`src/rtl/etb_pkg.sv`:
```
// Shared types and constants of the event trigger table.
package etb_pkg;

	localparam int ENTRIES   = 64;
	localparam int NAME_BITS = 32;
	localparam int IDX_W     = $clog2(ENTRIES);
	localparam int SLOT_W    = 6;
	localparam int CMP_W     = (IDX_W > SLOT_W) ? IDX_W : SLOT_W;
	localparam int COND_W    = 15;

	localparam logic [2:0] OP_CLEAR  = 3'd0;
	localparam logic [2:0] OP_REG    = 3'd1;
	localparam logic [2:0] OP_DELETE = 3'd2;
	localparam logic [2:0] OP_LOOKUP = 3'd3;
	localparam logic [2:0] OP_QUERY  = 3'd4;

	localparam logic [1:0] ST_OK   = 2'd0;
	localparam logic [1:0] ST_MISS = 2'd1;
	localparam logic [1:0] ST_FULL = 2'd2;

	localparam logic [COND_W-1:0] COND_SKIP_A   = COND_W'(16'h0011);
	localparam logic [COND_W-1:0] COND_SKIP_B   = COND_W'(16'h0012);
	localparam logic [COND_W-1:0] COND_SKIP_C   = COND_W'(16'h0013);
	localparam logic [COND_W-1:0] COND_REQUIRED = COND_W'(16'h000F);

	typedef struct packed {
		logic [2:0]  op;
		logic [15:0] cond_id;
		logic [31:0] name_tag;
		logic [5:0]  slot_in;
		logic        need_cond_f;
		logic        in_battle;
	} req_t;

	typedef struct packed {
		logic [1:0] status;
		logic [5:0] slot_out;
	} rsp_t;

	// Operation travelling down the cell chain
	typedef struct packed {
		logic                 active;
		logic [2:0]           op;
		logic [COND_W-1:0]    cond;
		logic [NAME_BITS-1:0] tag;
		logic [SLOT_W-1:0]    slot;
		logic                 need_f;
		logic                 battle;
		logic                 hit;
		logic [IDX_W-1:0]     idx;
	} token_t;

endpackage

```
`src/rtl/etb_cell.sv`:
```
// One table slot: holds its entry and acts on the passing token.
module etb_cell (
	input  logic                      clk,
	input  logic                      arst_n,
	input  logic [etb_pkg::IDX_W-1:0] my_idx,
	input  etb_pkg::token_t           tok_i,
	output etb_pkg::token_t           tok_o
);
	import etb_pkg::*;

	logic                 valid_q;
	logic [COND_W-1:0]    cond_q;
	logic [NAME_BITS-1:0] name_q;
	logic                 active_q;
	token_t               tok_q;
	token_t               tok_nxt;
	logic                 mine;
	logic                 eligible;
	logic                 take_reg;

	assign mine     = CMP_W'(tok_i.slot) == CMP_W'(my_idx);
	assign eligible = (cond_q != COND_SKIP_A) && (cond_q != COND_SKIP_B) &&
	                  (cond_q != COND_SKIP_C) &&
	                  (!tok_i.need_f || (cond_q == COND_REQUIRED));
	assign take_reg = tok_i.active && (tok_i.op == OP_REG) && !tok_i.hit && !valid_q;

	always_comb begin
		tok_nxt = tok_i;
		case (tok_i.op)
			OP_REG: begin
				if (!tok_i.hit && !valid_q) begin
					tok_nxt.hit = 1'b1;
					tok_nxt.idx = my_idx;
				end
			end
			OP_LOOKUP: begin
				if (!tok_i.battle && !tok_i.hit && valid_q && eligible &&
				    (name_q == tok_i.tag)) begin
					tok_nxt.hit = 1'b1;
					tok_nxt.idx = my_idx;
				end
			end
			OP_QUERY: begin
				if (mine && valid_q) begin
					tok_nxt.hit = 1'b1;
					tok_nxt.idx = my_idx;
				end
			end
			default: ;
		endcase
	end

	always_ff @(posedge clk or negedge arst_n) begin
		if (!arst_n) begin
			valid_q  <= 1'b0;
			active_q <= 1'b0;
		end else begin
			active_q <= tok_i.active;
			if (tok_i.active) begin
				case (tok_i.op)
					OP_CLEAR: valid_q <= 1'b0;
					OP_REG: begin
						if (take_reg) valid_q <= 1'b1;
					end
					OP_DELETE: begin
						if (mine) valid_q <= 1'b0;
					end
					default: ;
				endcase
			end
		end
	end

	always_ff @(posedge clk) begin
		tok_q <= tok_nxt;
		if (take_reg) begin
			cond_q <= tok_i.cond;
			name_q <= tok_i.tag;
		end
	end

	always_comb begin
		tok_o        = tok_q;
		tok_o.active = active_q;
	end

endmodule

```
`config.mk`:
```
export PLATFORM = sky130hd
export DESIGN_NAME = etb_cell
export DESIGN_NICKNAME = d
export VERILOG_FILES = /design/src/rtl/etb_pkg.sv /design/src/rtl/etb_cell.sv
export SDC_FILE = /design/constraint.sdc
export NUM_CORES = 1
export LEC_CHECK = 0
export ABC_AREA = 1
export BUFFER_PORTS_ARGS = -buffer_cell sky130_fd_sc_hd__buf_2
export CORE_MARGIN = 8
export CORE_UTILIZATION = 52
export CTS_BUF_LIST = sky130_fd_sc_hd__clkbuf_4 sky130_fd_sc_hd__clkbuf_8
export DETAILED_ROUTE_END_ITERATION = 16
export GPL_TIMING_DRIVEN = 0
export PLACE_DENSITY = 0.9
export SETUP_SLACK_MARGIN = 0.2
export SYNTH_ARGS = -nofsm -noshare
export SYNTH_HDL_FRONTEND = slang
export SYNTH_SLANG_ARGS = --single-unit
```
`constraint.sdc`:
```
create_clock -name clk -period 3 [get_ports clk]
set_clock_uncertainty 0.1 [all_clocks]
set_input_delay 0.75 -clock clk [delete_from_list [all_inputs] [get_ports clk]]
set_output_delay 0.75 -clock clk [all_outputs]
set_load 0.02 [all_outputs]
```
# Yosys cells after proc, flatten, opt, wreduce, memory -nomap -nowiden
# Index checks and enable logic that the tools add are counted.
[totals]
regBits = 114
out_inout_bits = 66
[classes]
eq_ne = 12
n_mux = 7
reduce_logical = 20
[op_table]
columns = ["cell", "n"]
rows = [
  ["$ne A15 B5 Y1 const B", 3],
  ["$eq A32 B32 Y1", 1],
  ["$mux W7", 3],
  ["$pmux W7 S3", 1],
  ["$eq A15 B4 Y1 const B", 1],
  ["$logic_and A1 B1 Y1", 12],
  ["$eq A3 B2 Y1 const B", 2],
  ["$eq A6 B6 Y1", 1],
  ["$logic_not A1 Y1", 4],
  ["$ne A2 B2 Y1 const B", 2],
  ["$reduce_and A4 Y1", 1],
  ["$eq A3 B1 Y1 const B", 1],
  ["$eq A3 B3 Y1 const B", 1],
  ["$logic_not A3 Y1", 1],
  ["$pmux W1 S3", 1],
  ["$reduce_bool A3 Y1", 1],
  ["$mux W1", 2],
  ["$logic_or A1 B1 Y1", 1],
]

# Longest topological paths before layout
# Gate-level depths: netlist (run 1).
[depth]
ltp_word = 8
mapped_depth = 12
ltp_nobuf = 12

# Worst setup path before layout (run 1)
# Ideal clock, no wire load.
[synth_timing]
kind = "input to register"
startpoint = "input port tok_i[64] in the netlist's numbering"
endpoint = "register cond_q[0] (enable)"
t_arrival_ns = 2.103
required_time_ns = 2.499
setup_slack_ns = 0.395
cell_stages = 5
n_path_buf = 0
cell_sequence = "inv_1 > nand2_1 > nor2_1 > nand3_1 > inv_1"
[synth_via]
elab_chain_len = 4
[synth_rtl]
columns = ["item", "line", "text"]
rows = [
  ["start: declaration", "etb_cell.sv:6", "input etb_pkg::token_t tok_i,"],
  ["$eq A3 B1 Y1", "etb_cell.sv:25", "assign take_reg = tok_i.active && (tok_i.op == OP_REG) && !tok_i.hit && !valid_q;"],
  ["$logic_and A1 B1 Y1 (3 in a row)", "etb_cell.sv:25", ""],
  ["net take_reg", "etb_cell.sv:19", "logic take_reg;"],
  ["end signal: assignment", "etb_cell.sv:77", "cond_q <= tok_i.cond;"],
  ["end: declaration", "etb_cell.sv:12", "logic [COND_W-1:0] cond_q;"],
]
# The timed path passes the listed nets, and every way through them passes these cells.
# A chain may end at the register's enable or synchronous reset.

# Worst setup path in the final report (run 1)
[layout_timing]
startpoint = "register valid_q"
endpoint = "register cond_q[0] (enable)"
[layout_via]
elab_chain_len = 2
[layout_rtl]
columns = ["item", "line", "text"]
rows = [
  ["start: declaration", "etb_cell.sv:11", "logic valid_q;"],
  ["start signal: assignment", "etb_cell.sv:55", "valid_q <= 1'b0;"],
  ["start signal: assignment", "etb_cell.sv:61", "OP_CLEAR: valid_q <= 1'b0;"],
  ["start signal: assignment", "etb_cell.sv:63", "if (take_reg) valid_q <= 1'b1;"],
  ["$logic_not A1 Y1", "etb_cell.sv:25", ""],
  ["$logic_and A1 B1 Y1", "etb_cell.sv:25", ""],
  ["net take_reg", "etb_cell.sv:19", ""],
]
# The timed path passes the listed nets, and every way through them passes these cells.

==> results of run 1 <==
## critical path, stage by stage (launching register included)
cell	delay [ns]
sky130_fd_sc_hd__dfrtp_1	0.39
sky130_fd_sc_hd__buf_2	0.20
sky130_fd_sc_hd__nor2_2	0.20
sky130_fd_sc_hd__buf_4	0.20
sky130_fd_sc_hd__nand3_1	0.13
sky130_fd_sc_hd__inv_2	0.42
sky130_fd_sc_hd__buf_12	0.25
## metal layers
layer | share of wire | vias up
met5 | 0 | -
met4 | 0.0088 | 0
met3 | 0.11 | 9
met2 | 0.50 | 154
met1 | 0.38 | 1522
li1 | - | 1719
## kinds of logic (layout without fill, tap and decap cells)
kind of cell	count (synthesis)	count (layout)	synth area share
and+or+nand+nor	212	212	0.215
buffers and inverters	86	259	0.0789
AOI/OAI and AO/OA	25	25	0.0294
xor gates and xnor gates	13	13	0.0268
DFF	114	114	0.650
## worst paths after layout
kind,end,slack [ns],cells after the start
max in group asynchronous,valid_q$_DFFE_PN0P_,2.15,2
setup reg to reg,cond_q[0]$_DFFE_PP_,0.80,6
setup / recovery,cond_q[0]$_DFFE_PP_,0.80,6
hold / removal,tok_o[57]$_DFF_P_,0.34,1
hold reg to reg,tok_o[6]$_DFF_P_,0.59,3
min in group asynchronous,active_q$_DFF_PN0_,0.55,2
## cell type report
type | count | area [µm²] | area share
buffer | 4 | 27.5 | 0.00497
clock buffer | 17 | 234 | 0.0423
clock inverter | 15 | 195 | 0.0352
inverter | 82 | 308 | 0.0556
multi-input combinational | 250 | 1150 | 0.208
sequential | 114 | 2760 | 0.499
tap | 105 | 131 | 0.0237
timing repair buffer | 141 | 726 | 0.131
## synth_stat cells
cell                       number  area, µm²
sky130_fd_sc_hd__nand2_2        1       6.26
sky130_fd_sc_hd__nand2_1      126        473
sky130_fd_sc_hd__edfxtp_1      47       1410
sky130_fd_sc_hd__buf_2          1       5.00
sky130_fd_sc_hd__clkinv_1       5       18.8
sky130_fd_sc_hd__nor3_2         1       10.0
sky130_fd_sc_hd__a21oi_1        8       40.0
sky130_fd_sc_hd__or2_1          2       12.5
sky130_fd_sc_hd__inv_1         72        270
sky130_fd_sc_hd__nand4_1        9       56.3
sky130_fd_sc_hd__nor2_1        42        158
sky130_fd_sc_hd__dfrtp_1        2       50.1
sky130_fd_sc_hd__xnor2_1        9       78.8
sky130_fd_sc_hd__xor2_1         4       35.0
sky130_fd_sc_hd__inv_2          5       18.8
sky130_fd_sc_hd__nand3_1       23        115
sky130_fd_sc_hd__dfxtp_1       65       1300
sky130_fd_sc_hd__buf_4          3       22.5
sky130_fd_sc_hd__nor2_2         4       25.0
sky130_fd_sc_hd__nand3_4        1       17.5
sky130_fd_sc_hd__nor2_4         1       11.3
sky130_fd_sc_hd__nor2_8         1       20.0
sky130_fd_sc_hd__o21ai_0       11       55.1
sky130_fd_sc_hd__o21ai_1        6       30.0
sky130_fd_sc_hd__nand3_2        1       10.0
## registers in the layout, indices dropped and copies added (netlist names)
name,cells
cond_q,15
valid_q,1
active_q,1
tok_o,65
name_q,32
## power groups by stage
stage	combinational [mW]	clock (mW)	sequential [mW]
after floorplan	0.122	0	1.80
after global placement	0.335	0	1.73
after detailed placement	0.348	0	1.73
after CTS	0.351	1.56	1.70
after global routing	0.385	1.63	1.70
final	0.349	1.54	1.70
## stage by stage
step / instance area, µm² / util / hold slack, ns / std cells / setup TNS (ns)
2_1_floorplan: 4250 / - / 0.354 / 450 / 0
3_3_place_gp: 5080 / 0.631 / 0.437 / 694 / -7.49
3_5_place_dp: 5100 / 0.633 / 0.437 / 695 / 0
4_1_cts: 5540 / 0.688 / 0.311 / 728 / 0
5_1_grt: 5540 / 0.688 / 0.310 / 728 / 0
6_report: 5540 / 0.688 / 0.337 / 728 / 0
==> results.md, run 1 <==
- Gate Count Post-Synth: 450
- Grt met3 use: 0.0811
- Root buffer cell: sky130_fd_sc_hd__clkbuf_8
- Resized Gates After CTS: 0
- Synth Cell Area: 4250 µm²
- Total Power Consumption: 3.58 mW
- CTS tree: done
- Class of the worst hold path: input pin to flop
- Gr usage total: 0.181
- N_diodes: 0
- Critical path startpoint category: flop
- Post-synthesis register bit count: 114
- Distinct cell type count after synthesis: 25
- Least setup slack across all paths after layout: 0.804 ns
- Pre-Repair DR Iteration Count: 4
- Top-level I/O count: 140
- Maximum number of pins on one net before global-route repair: 27
- Startpoint of the worst-slack reg-to-reg timing path: valid_q$_DFFE_PN0P_
- Critical path class: flop to flop
- Critical path capture point type: flop
- Number of nets still failing antenna checks after routing: 0
- Status: complete, no violations
- # fillers: 620
- Post-detailed-placement half-perimeter wirelength: 7640 µm
- Setup repair after global routing missed its margin: no
- First-pass GRT wire length: 16200 µm
- Part of the cycle the worst path needs: 0.732
- Vertical extent of the die: 106 µm
- Data required, critical path: 3.02 ns
- Fraction of power consumed by combinational cells: 0.097
- Max-capacitance violation count: 0
- Maximum clock insertion buffer count: 2
- Leading cell types in the layout, fill and taps excluded: sky130_fd_sc_hd__buf_2 (140), sky130_fd_sc_hd__nand2_1 (126), sky130_fd_sc_hd__inv_1 (71)
- Maximum VDD drop: 0.000509 V
- Skew-Pair Late Insertion Delay: 0.42 ns
- GR met1 Demand/Resource: 0.183
- Proportion of total power due to net switching: 0.260
- Proportion of power drawn by the clock network: 0.429
- # nets final: 684
- Area delta synth->final: 30.3%
- Horizontal die dimension: 106 µm
- Initial Util: 0.528
- Area inside the core boundary: 8050 µm²
- Source of the worst hold timing path: tok_i[57]
- Fmax: 0.455 GHz
- Via count: 3404
- Data arrival at the endpoint of the critical path: 2.21 ns
- Post-Syn Area per Cell: 9.45 µm²
- Maximum fanout along the worst path: 26
- Floorplan die area: 11300 µm²
- Share of final-layout standard cells stronger than drive strength 1: 0.308
- Relative max-transition margin: 0.615
- Met2 Resource Use GR: 0.315
- Fraction of the yosys area taken by sequential cells: 0.650
- Highest-utilization routing layer at the global route stage: met2
- Number of DRC violations after detailed-routing iteration 0: 137
- Clock edge transition at the registers on the reported setup and hold paths: 0.08 ns
- Total count of hold-check failures in the final report: 0
- Static Leak: 2.75 nW
- Placer congestion estimate: 0.827
- Switching power: 0.931 mW
- Number of hold buffers added after cts: 1
- Final routed DRC violation total: 0
- Vias in the first global route: 3539
- Min Tclk post-route: 2.20 ns
- Sink count of the clock tree: 114
- Floorplan row count: 33
- Routed wire per std cell: 13.9 µm
- Post-CTS Setup Bufs: 0
- Antenna violations before repair: 0
- Port bufs: 139
- WL final: 10100 µm
- Number of vias per cell after detailed routing: 4.68
- Synthesized Nets: 524
- H-tree levels: 4
- Count of warnings emitted by yosys: 0
- Final-report setup violation count: 0
- Launching instance or port of the critical path: valid_q$_DFFE_PN0P_
- Power density relative to cell area: 647 nW/µm²
- Final count of pins violating max slew: 0
- GRT overflow: 0
- Most common library cell in the layout ignoring fill and taps: sky130_fd_sc_hd__buf_2
- Sequential Power Share: 0.474
- Total internal power: 2.65 mW
- Pre-CTS worst setup slack: 0.470 ns
- Least-Margin Pin Slew: 0.574 ns
- Number of buffers created by CTS: 17
Note: power is estimated with default switching activity, not from simulation.
==> run 2: changes to the inputs <==
- clock period: 3 -> 2.1 ns (I/O delays scaled with it)
==> results.md, run 2 (synthesis results as in run 1) <==
- Gr usage total: 0.182 (+0.00177)
- Standard cell with the maximum stage delay on the critical path: sky130_fd_sc_hd__clkinvlp_4
- Critical path capture point type: flop
- Data required, critical path: 2.05 ns (-0.97 ns)
- WL final: 10200 µm (+0.62%)
- N_diodes: 0 (unchanged)
- Worst R2R Path Depth: 5 (-1)
- Horizontal die dimension: 106 µm (unchanged)
- Static Leak: 2.74 nW (-0.44%)
- Maximum fanout along the worst path: 23 (-12%)
- Sink count of the clock tree: 114 (unchanged)
- Number of standard cells in the final layout excluding fillers: 728 (unchanged)
- Number of nets still failing antenna checks after routing: 0 (unchanged)
- Clock edge transition at the registers on the reported setup and hold paths: 0.07 ns (about the same)
- Max-capacitance violation count: 0 (unchanged)
- Floorplan row count: 33 (unchanged)
- Number of buffers created by CTS: 17 (unchanged)
- Area inside the core boundary: 8050 µm² (unchanged)
- Pre-Repair DR Iteration Count: 5 (+1)
- Flip-flop count of the largest register, all copies and words added: 65 (unchanged)
- Antenna violations before repair: 0 (unchanged)
- Initial Util: 0.528 (unchanged)
- Class of the worst hold path: input pin to flop
- Power density relative to cell area: 927 nW/µm² (+43%)
- Maximum VDD drop: 0.000958 V (+88%)
- # nets final: 684 (unchanged)
- Post-detailed-placement half-perimeter wirelength: 7400 µm (-3.1%)
- Total Power Consumption: 5.17 mW (+44%)
- Number of DRC violations after detailed-routing iteration 0: 138 (+0.73%)
- Total count of hold-check failures in the final report: 0 (unchanged)
- Part of the cycle the worst path needs: 0.894 (+0.162)
- Number of vias per cell after detailed routing: 4.61 (-1.4%)
- Final-report setup violation count: 0 (unchanged)
- Utilization of the core after routing: 0.693 (+0.00482)
- Maximum clock insertion buffer count: 2 (unchanged)
- Final count of pins violating max slew: 0 (unchanged)
- Root buffer cell: sky130_fd_sc_hd__clkbuf_8
- Status: complete, no violations
- Skew-Pair Late Insertion Delay: 0.41 ns (about the same)
- Min Tclk post-route: 1.88 ns (-0.319 ns)
- GRT overflow: 0 (unchanged)
- Critical path class: flop to flop
- Vias in the first global route: 3655 (+3.3%)
- Relative max-transition margin: 0.600 (-0.0153)
- H-tree levels: 4 (unchanged)
- Setup repair after global routing missed its margin: yes
- Leading cell types in the layout, fill and taps excluded: sky130_fd_sc_hd__buf_2 (139), sky130_fd_sc_hd__nand2_1 (125), sky130_fd_sc_hd__inv_1 (70)
- First-pass GRT wire length: 16400 µm (+1.4%)
- Data arrival at the endpoint of the critical path: 1.83 ns (-0.38 ns)
- Most common library cell in the layout ignoring fill and taps: sky130_fd_sc_hd__buf_2
- Top-level I/O count: 140 (unchanged)
- Hold Path Stages: 1 (unchanged)
- Share of final-layout standard cells stronger than drive strength 1: 0.315 (+0.00642)
- CTS tree: done
- Chain of cells forming the critical path: buf_4 -> nor2_4 -> buf_6 -> nand3_4 -> clkinvlp_4
- Post-CTS Setup Bufs: 0 (unchanged)
- Routed wire per std cell: 13.9 µm (+0.62%)
- Floorplan die area: 11300 µm² (unchanged)
- Placer congestion estimate: 0.820 (-0.85%)
- Area delta synth->final: 31.2%
- Vertical extent of the die: 106 µm (unchanged)
- Total negative setup slack: 0 ns (unchanged)
- Critical path startpoint category: flop
- Least-Margin Pin Slew: 0.598 ns (+0.0239 ns)
- Via count: 3358 (-1.4%)
- Worst hold margin: 0.120 ns (-0.217 ns)
- DP Cell Count: 694 (-0.14%)
- CP max stage delay: 0.41 ns (about the same)
- Port bufs: 139 (unchanged)
- Fmax: 0.533 GHz (+17%)
- Maximum number of pins on one net before global-route repair: 25 (-7.4%)
- Final routed DRC violation total: 0 (unchanged)
## run 2: worst max-delay path: cells and delay by family (launching register included)
| family | cells | cell delay [ns] |
|---|---|---|
| buffers and inverters | 3 | 0.75 |
| and+or+nand+nor | 2 | 0.27 |
| DFF | 1 | 0.38 |
## run 2: final timing paths
path,slack [ns],to,from
max in group asynchronous,1.45,active_q$_DFF_PN0_,arst_n
min in group asynchronous,0.35,valid_q$_DFFE_PN0P_,arst_n
worst min-delay path,0.12,tok_o[57]$_DFF_P_,tok_i[57]
worst max register to register,0.22,name_q[11]$_DFFE_PP_,valid_q$_DFFE_PN0P_
worst min register to register,0.57,tok_o[6]$_DFF_P_,valid_q$_DFFE_PN0P_
worst max-delay path,0.22,name_q[11]$_DFFE_PP_,valid_q$_DFFE_PN0P_
## run 2: layout make-up
type | count | area (µm²)
fill | 616 | 2470
multi-input combinational | 250 | 1190
tap | 105 | 131
clock buffer | 19 | 249
inverter | 82 | 312
timing repair buffer | 140 | 706
buffer | 4 | 33.8
clock inverter | 13 | 184
sequential | 114 | 2760
timing repair inverter | 1 | 7.51
## run 2: repair_timing
action / 4_1_cts / 5_1_grt
pin swaps: 0 / 0
cloned: 1 / 0
endpoints found under the hold margin: 2 / 0
resized for setup: 1 / 3
hold buffers: 1 / 0
endpoints found under the setup margin: 47 / 53
## run 2: power breakdown
part           internal, mW  switching (mW)
registers              2.40          0.0270
clock network          1.32           0.915
logic                 0.182           0.324
## run 2: per-layer routing
layer  share of wire  vias to the layer above  global-route usage
met2            0.49                      144               0.301
li1                -                     1717                   -
met1            0.40                     1483               0.196
met3            0.10                       14              0.0829
met5               0                        -                   0
met4           0.013                        0              0.0854
## run 2: stage by stage
step | instance area (µm²) | worst slack, ns
after floorplan | 4290 | 0.198
after global placement | 5120 | -0.299
after detailed placement | 5120 | -0.355
after CTS | 5570 | 0.194
after global routing | 5580 | 0.118
final | 5580 | 0.223
